File: src/rtl/frbv_pkg.sv
`default_nettype none

package frbv_pkg;

   // Fixed field widths of the request and response channels
   localparam int OpcodeWidth = 2;
   localparam int ValueWidth  = 16;
   localparam int StatusWidth = 2;

   typedef logic [OpcodeWidth-1:0] opcode_type;
   typedef logic [StatusWidth-1:0] status_type;

   // Request operations
   localparam opcode_type OP_ENQUEUE = 2'd0;
   localparam opcode_type OP_DEQUEUE = 2'd1;
   localparam opcode_type OP_REMOVE  = 2'd2;

   // Response status codes
   localparam status_type ST_OK       = 2'd0;
   localparam status_type ST_EMPTY    = 2'd1;
   localparam status_type ST_FULL     = 2'd2;
   localparam status_type ST_NOTFOUND = 2'd3;

   // Command broadcast to every cell of the chain
   typedef struct packed {
      logic enq;      // the first free cell takes the broadcast value
      logic capture;  // every cell compares its entry with the broadcast value
   } cell_cmd_type;

endpackage

`default_nettype wire

File: src/rtl/fifo_with_remove_by_value_top.sv
`default_nettype none

// Channel    Ports                                              Role
// request    req_valid req_ready req_opcode req_value           operation in
// response   rsp_valid rsp_ready rsp_status rsp_head_value      result out
//            rsp_occupancy
//
// Enqueue, dequeue and refused operations finish in the idle state; a remove on
// a non-empty queue enters the shift state: the chain compares every cell, and
// on a hit shifts every cell from the first hit onwards down by one next cycle.
// A finished result waits in an output register; while it is stalled the
// block still takes one more request and parks its result in a holding stage.
// Reset clears the cell valid bits and the count; no clearing pass is needed.

module fifo_with_remove_by_value_top #(
   parameter int DEPTH      = 64,
   parameter int VALUE_BITS = 16
) (
   input  wire logic                             clock,
   input  wire logic                             reset,
   input  wire logic                             req_valid,
   output logic                                  req_ready,
   input  wire frbv_pkg::opcode_type             req_opcode,
   input  wire logic [frbv_pkg::ValueWidth-1:0]  req_value,
   output logic                                  rsp_valid,
   input  wire logic                             rsp_ready,
   output frbv_pkg::status_type                  rsp_status,
   output logic [frbv_pkg::ValueWidth-1:0]       rsp_head_value,
   output logic [$clog2(DEPTH+1)-1:0]            rsp_occupancy
);
   import frbv_pkg::*;

   localparam int CountBits = $clog2(DEPTH + 1);

   typedef enum logic [2:0] {
      S_IDLE  = 3'b001,
      S_SHIFT = 3'b010,
      S_HOLD  = 3'b100
   } state_type;

   state_type             state_ff, state_in;
   logic [CountBits-1:0]  count_ff, count_in;

   logic                  rsp_valid_ff, rsp_valid_in;
   status_type            rsp_status_ff, rsp_status_in;
   logic [ValueWidth-1:0] rsp_head_ff, rsp_head_in;
   logic [CountBits-1:0]  rsp_count_ff, rsp_count_in;

   status_type            pend_status_ff, pend_status_in;
   logic [ValueWidth-1:0] pend_head_ff, pend_head_in;
   logic [CountBits-1:0]  pend_count_ff, pend_count_in;

   cell_cmd_type          cmd;
   logic [DEPTH-1:0]      shift_mask;
   logic [DEPTH-1:0]      cell_valid;
   logic [DEPTH-1:0]      cell_match;
   logic [VALUE_BITS-1:0] cell_value [DEPTH];
   logic [DEPTH-1:0]      lowest_match;
   logic [DEPTH-1:0]      remove_mask;
   logic [VALUE_BITS-1:0] din;

   logic                  accept;
   logic                  out_free;
   logic                  queue_full;
   logic                  queue_empty;
   logic                  res_valid;
   status_type            res_status;
   logic [ValueWidth-1:0] res_head;

   assign din         = VALUE_BITS'(req_value);
   assign req_ready   = (state_ff == S_IDLE);
   assign accept      = req_valid && req_ready;
   assign out_free    = !rsp_valid_ff || rsp_ready;
   assign queue_full  = (count_ff == CountBits'(DEPTH));
   assign queue_empty = (count_ff == '0);

   // Cells from the first match upwards shift down by one
   assign lowest_match = cell_match & (~cell_match + DEPTH'(1));
   assign remove_mask  = ~(lowest_match - DEPTH'(1));

   // Decode the operation and drive the chain
   always_comb begin
      state_in    = state_ff;
      count_in    = count_ff;
      cmd         = '0;
      shift_mask  = '0;
      res_valid   = 1'b0;
      res_status  = ST_OK;
      res_head    = '0;
      case (state_ff)
         S_IDLE: begin
            if (accept) begin
               res_valid = 1'b1;
               case (req_opcode)
                  OP_ENQUEUE: begin
                     if (queue_full) begin
                        res_status = ST_FULL;
                     end else begin
                        cmd.enq  = 1'b1;
                        count_in = count_ff + CountBits'(1);
                     end
                  end
                  OP_DEQUEUE: begin
                     if (queue_empty) begin
                        res_status = ST_EMPTY;
                     end else begin
                        shift_mask = '1;
                        res_head   = ValueWidth'(cell_value[0]);
                        count_in   = count_ff - CountBits'(1);
                     end
                  end
                  OP_REMOVE: begin
                     if (queue_empty) begin
                        res_status = ST_EMPTY;
                     end else begin
                        cmd.capture = 1'b1;
                        res_valid   = 1'b0;
                        state_in    = S_SHIFT;
                     end
                  end
                  default: begin
                     res_status = ST_OK;
                  end
               endcase
            end
         end
         S_SHIFT: begin
            res_valid = 1'b1;
            if (|cell_match) begin
               shift_mask = remove_mask;
               count_in   = count_ff - CountBits'(1);
            end else begin
               res_status = ST_NOTFOUND;
            end
            state_in = S_IDLE;
         end
         S_HOLD: begin
            if (rsp_ready) begin
               state_in = S_IDLE;
            end
         end
         default: begin
            state_in = S_IDLE;
         end
      endcase
      // Park the result when the output register is still occupied
      if (res_valid && !out_free) begin
         state_in = S_HOLD;
      end
   end

   // Load the output register from a fresh result or from the holding stage
   always_comb begin
      rsp_valid_in   = rsp_valid_ff;
      rsp_status_in  = rsp_status_ff;
      rsp_head_in    = rsp_head_ff;
      rsp_count_in   = rsp_count_ff;
      pend_status_in = pend_status_ff;
      pend_head_in   = pend_head_ff;
      pend_count_in  = pend_count_ff;
      if (rsp_ready) begin
         rsp_valid_in = 1'b0;
      end
      if (res_valid && out_free) begin
         rsp_valid_in  = 1'b1;
         rsp_status_in = res_status;
         rsp_head_in   = res_head;
         rsp_count_in  = count_in;
      end else if (res_valid) begin
         pend_status_in = res_status;
         pend_head_in   = res_head;
         pend_count_in  = count_in;
      end else if (state_ff == S_HOLD && rsp_ready) begin
         rsp_valid_in  = 1'b1;
         rsp_status_in = pend_status_ff;
         rsp_head_in   = pend_head_ff;
         rsp_count_in  = pend_count_ff;
      end
   end

   always_ff @(posedge clock) begin
      if (reset) begin
         state_ff     <= S_IDLE;
         count_ff     <= '0;
         rsp_valid_ff <= 1'b0;
      end else begin
         state_ff     <= state_in;
         count_ff     <= count_in;
         rsp_valid_ff <= rsp_valid_in;
      end
      rsp_status_ff  <= rsp_status_in;
      rsp_head_ff    <= rsp_head_in;
      rsp_count_ff   <= rsp_count_in;
      pend_status_ff <= pend_status_in;
      pend_head_ff   <= pend_head_in;
      pend_count_ff  <= pend_count_in;
   end

   // Chain of cells, head at cell zero
   for (genvar i = 0; i < DEPTH; i++) begin : g_cell
      logic                  prev_valid;
      logic                  next_valid;
      logic [VALUE_BITS-1:0] next_value;

      if (i == 0) begin : g_head
         assign prev_valid = 1'b1;
      end else begin : g_body
         assign prev_valid = cell_valid[i-1];
      end

      if (i == DEPTH - 1) begin : g_tail
         assign next_valid = 1'b0;
         assign next_value = cell_value[i];
      end else begin : g_link
         assign next_valid = cell_valid[i+1];
         assign next_value = cell_value[i+1];
      end

      frbv_cell #(
         .VALUE_BITS (VALUE_BITS)
      ) u_cell (
         .clock      (clock),
         .reset      (reset),
         .cmd        (cmd),
         .shift_en   (shift_mask[i]),
         .din        (din),
         .prev_valid (prev_valid),
         .next_valid (next_valid),
         .next_value (next_value),
         .valid      (cell_valid[i]),
         .value      (cell_value[i]),
         .match      (cell_match[i])
      );
   end

   assign rsp_valid      = rsp_valid_ff;
   assign rsp_status     = rsp_status_ff;
   assign rsp_head_value = rsp_head_ff;
   assign rsp_occupancy  = rsp_count_ff;

endmodule

`default_nettype wire

File: src/rtl/frbv_cell.sv
`default_nettype none

module frbv_cell #(
   parameter int VALUE_BITS = 16
) (
   input  wire logic                     clock,
   input  wire logic                     reset,
   input  wire frbv_pkg::cell_cmd_type   cmd,
   input  wire logic                     shift_en,
   input  wire logic [VALUE_BITS-1:0]    din,
   input  wire logic                     prev_valid,
   input  wire logic                     next_valid,
   input  wire logic [VALUE_BITS-1:0]    next_value,
   output logic                          valid,
   output logic [VALUE_BITS-1:0]         value,
   output logic                          match
);
   import frbv_pkg::*;

   logic                  valid_ff, valid_in;
   logic [VALUE_BITS-1:0] value_ff, value_in;
   logic                  match_ff, match_in;

   // Take the neighbour's entry on a shift, else fill if this is the first free cell
   always_comb begin
      valid_in = valid_ff;
      value_in = value_ff;
      if (shift_en) begin
         valid_in = next_valid;
         value_in = next_value;
      end else if (cmd.enq && !valid_ff && prev_valid) begin
         valid_in = 1'b1;
         value_in = din;
      end
   end

   // Hold the compare result until the shift step uses it
   assign match_in = cmd.capture ? (valid_ff && (value_ff == din)) : match_ff;

   always_ff @(posedge clock) begin
      if (reset) begin
         valid_ff <= 1'b0;
      end else begin
         valid_ff <= valid_in;
      end
      value_ff <= value_in;
      match_ff <= match_in;
   end

   assign valid = valid_ff;
   assign value = value_ff;
   assign match = match_ff;

endmodule

`default_nettype wire

File: config.mk
export PLATFORM = sky130hd
export DESIGN_NAME = fifo_with_remove_by_value_top
export DESIGN_NICKNAME = d
export VERILOG_FILES = /design/src/rtl/frbv_pkg.sv /design/src/rtl/fifo_with_remove_by_value_top.sv /design/src/rtl/frbv_cell.sv
export SDC_FILE = /design/constraint.sdc
export NUM_CORES = 2
export LEC_CHECK = 0
export ABC_AREA = 1
export BUFFER_PORTS_ARGS = -buffer_cell sky130_fd_sc_hd__buf_2
export CAP_MARGIN = 5
export CORE_MARGIN = 2
export CORE_UTILIZATION = 69
export CTS_CLUSTER_DIAMETER = 200
export DETAILED_ROUTE_END_ITERATION = 6
export HOLD_SLACK_MARGIN = 0.08
export PLACE_DENSITY = 0.86
export RECOVER_POWER = 25
export SLEW_MARGIN = 30
export SYNTH_ARGS = -nofsm -noshare
export SYNTH_HDL_FRONTEND = slang
export SYNTH_SLANG_ARGS = --single-unit
File: constraint.sdc
create_clock -name clock -period 11.7 [get_ports clock]
set_clock_uncertainty 0.1 [all_clocks]
set_input_delay 2.34 -clock clock [delete_from_list [all_inputs] [get_ports clock]]
set_output_delay 2.34 -clock clock [all_outputs]
set_load 0.1 [all_outputs]
==> key figures <==
Clocking
  • CTS max path bufs: 3
  • Worst-path clk slew: 70 ps
  • Setup bufs post-CTS: 0
  • H-tree levels: 3
  • Worst-Skew Late Latency: 760 ps
  • Root buf cell: clkbuf_16
  • Sink Count: 1213
  • CTS tree: built
  • PostCTS Resize Cnt: 0
  • Hold_buf cts: 0
  • TritonCTS Buffers: 120

STA
  • Fmax: 122 MHz
  • Worst-Margin Slew: 4820 ps
  • Final setup violation count: 0
  • Fin. max-slew vios: 691
  • RSZ-0062 raised after global routing: false
  • Headroom to the max-slew limit: -221%
  • Tcrit/Tclk final: 70.3%
  • Final hold violation count: 0
  • Setup_tns: 0 ps
  • Tmin final: 8220 ps

Floorplanning
  • DIE AREA: 93900 µm²
  • Die height: 307 µm
  • Placeable Area: 90300 µm²
  • FP Rows: 110
  • Ports: 49
  • Die W: 307 µm
  • Starting density of the core: 69.9%

Setup path
  • Reg2reg path depth: 11
  • Critical Path Source Type: input pin
  • Crit Path Category: input pin to register
  • Reg-to-reg startpoint: count_ff[0]
  • Worst-path maximum fanout: 71
  • Reg-to-Reg End: g_cell[32].u_cell.valid
  • Reg-to-reg slack, setup: 4310 ps
  • Critical path capture point type: register
  • CP required: 12190 ps
  • Critical path data arrival time: 8710 ps

Layout
  • Multi-input gate area: 24200 µm²
  • Ratio of cells with drive above 1 in the final layout: 6.85%
  • Area growth syn-to-layout: 5.70%
  • Post-layout nets: 6490
  • Fin area: 66700 µm²
  • N_diodes: 0
  • Fillcell total: 6082
  • Register area: 35700 µm²

Synth
  • Mapped Cells: 6762
  • Main synth FF type: edfxtp_1
  • Syn nets: 6790
  • Most common cell in the netlist: nand2_1
  • Share of the yosys chip area belonging to registers: 56.5%
  • Distinct cells, synth: 51
  • Yosys warnings: 0
  • Commonest cells in the synthesized netlist: 1713 x nand2_1, 1154 x o21ai_0, 1138 x edfxtp_1
  • Area share of the largest cell type after synthesis: 54.1%
  • Cell taking the most area after synthesis: edfxtp_1
  • Synth area leaders: edfxtp_1 54%, nand2_1 10%, o21ai_0 9.1%, xor2_1 3.0%, dfxtp_1 2.4%
  • Post-synth EDFFs: 1138
  • Syn Area/Cell: 9.34 µm²
  • Mapped Area: 63100 µm²
  • Async SR Flop Fraction: 0%
  • Seq cells post-synth: 1213

Route
  • WL/cell: 24.0 µm
  • Drt pass-1 iters: 7
  • Avg Vias per Cell: 6.76
  • Antenna Nets Post-Route: 0
  • Total wire length: 186 mm
  • Initial DRC count: 8739
  • DRC violations left: 1
  • Via Count: 52400

Place
  • Count of buffers from port buffering: 48
  • Post-DP HPWL: 113 mm
  • Post-DP Area: 63100 µm²
  • GP Congestion: 0.978

Min path
  • Hold Path Sink: g_cell[23].u_cell.valid
  • Critical hold path startpoint: g_cell[23].u_cell.valid
  • Hold depth: 2
  • HP Class: register to register

Global routing
  • First-pass GRT wire length: 279 mm
  • Total track usage: 38.7%
  • Initial antenna violation count: 1
  • Largest net degree at the start of global routing: 135
  • Total gr overflow: 0
  • Vias in the first global route: 48100

Run
  • Max Cap Viol: 20

Pwr
  • LEAKAGE: 22.0 nW
  • Net Sw Frac: 27.2%
  • Net switching power: 2.80 mW
  • Sequential power share: 51.2%
  • Power Dens Cells: 154 nW/µm²
  • Clock network power share: 36.6%
  • Pint: 7.49 mW
  • Combinational fraction of design power: 12.2%
  • Max VDD drop: 0.141 mV

Status
  • Violated checks: DRC, capacitance limit, slew limit
  • Status: finished, violations left
-- state kept, by name (all words and copies together), names as in the netlist --
name and flops:
g_cell.u_cell.value 1024, g_cell.u_cell.match 64, g_cell.u_cell.valid 64, pend_head_ff 16, rsp_head_value 16, count_ff 7, pend_count_ff 7, rsp_occupancy 7
state_ff 3, pend_status_ff 2, rsp_status 2, rsp_valid 1
-- cell type report --
cell class	count	share of cell area, %
Inverter	243	1.46
Tap cell	1176	2.20
Clock buffer	169	5.00
Clock inverter	60	0.658
Sequential cell	1213	53.5
Multi-Input combinational cell	4778	36.3
Timing Repair Buffer	106	0.928
-- layout by cell type (no fill, tap or decap), drive strengths merged --
master,synthesis,layout
nand2,1758,1758
o21ai,1262,1262
edfxtp,1138,1138
nor2,345,345
inv,238,249
nand3,246,246
clkbuf,310,218
xor2,213,213
o22ai,188,188
a221oi,170,170
or2,126,126
a21oi,125,125
nor4,86,86
dfxtp,75,75
buf,218,57
xnor2,55,55
clkinv,5,48
a22o,46,46
nor3,34,34
a211oi,31,31
nand4,30,30
o21a,14,14
o2111ai,9,9
o211ai,8,8
a31oi,7,7
ha,6,6
a31o,6,6
nand3b,4,4
bufinv,0,4
o31ai,4,4
a2111oi,2,2
clkinvlp,0,2
and2,2,2
o21bai,1,1
-- worst max path at each step --
stage	startpoint	to	slack, ps	cells past startpoint
6_report	req_opcode[1]	g_cell[32].u_cell.valid	3480	11
5_1_grt	req_opcode[1]	g_cell[32].u_cell.valid	3320	11
4_1_cts	req_opcode[1]	g_cell[46].u_cell.value[8]	6770	10
3_5_place_dp	req_opcode[1]	g_cell[46].u_cell.value[8]	6020	10
3_3_place_gp	req_opcode[0]	g_cell[0].u_cell.value[14]	5950	9
2_1_floorplan	req_valid	state_ff[0]	5710	5
-- metal layers --
| layer | track usage (%) | share of wire (%) | up-vias |
|---|---|---|---|
| met5 | 0 | 0.0054 | - |
| met4 | 18.7 | 5.6 | 2 |
| met3 | 10.3 | 16 | 724 |
| met2 | 57.9 | 43 | 4213 |
| met1 | 52.9 | 36 | 24100 |
| li1 | - | - | 23300 |
-- critical path, cell delays in order --
cell,delay (ps)
clkbuf_1,120
inv_1,80
ha_1,240
inv_1,70
nor2_1,90
nand2_1,2350
inv_1,1270
a21oi_1,990
nand2_1,680
nor2_1,270
nor2_1,70
-- power by group through the flow --
| stage | Sequential (mW) | Clock [mW] | Combinational [mW] |
|---|---|---|---|
| after detailed placement | 5.34 | 0 | 1.21 |
| final | 5.27 | 3.76 | 1.26 |
| after CTS | 5.26 | 3.73 | 1.22 |
| after floorplan | 5.36 | 0 | 0.845 |
| after global placement | 5.34 | 0 | 1.17 |
| after global routing | 5.28 | 3.90 | 1.36 |
-- stage by stage --
stage | power [mW] | utilization [%] | hold slack, ps | instances | setup slack [ps]
floorplan | 6.20 | - | 355 | 6762 | 5710
global placement | 6.51 | 69.9 | 363 | 7515 | 5950
detailed placement | 6.55 | 69.9 | 375 | 7515 | 6020
CTS | 10.2 | 74.1 | 390 | 7744 | 6770
global route | 10.5 | 73.9 | 413 | 7745 | 3320
finish | 10.3 | 73.9 | 391 | 7745 | 3480
-- cells by family (layout without fill, tap and decap cells) --
logic type               Yosys count  count (layout)  synth area share, %
adder cells (fa/ha/maj)            6               6                0.119
XOR/XNOR                         268             268                 3.72
AO/OA/AOI/OAI                   1873            1873                 17.0
flip-flops                      1213            1213                 56.5
AND/OR/NAND/NOR                 2631            2631                 17.6
buffers and inverters            771             578                 5.10
Note: power is estimated with default switching activity, not from simulation.
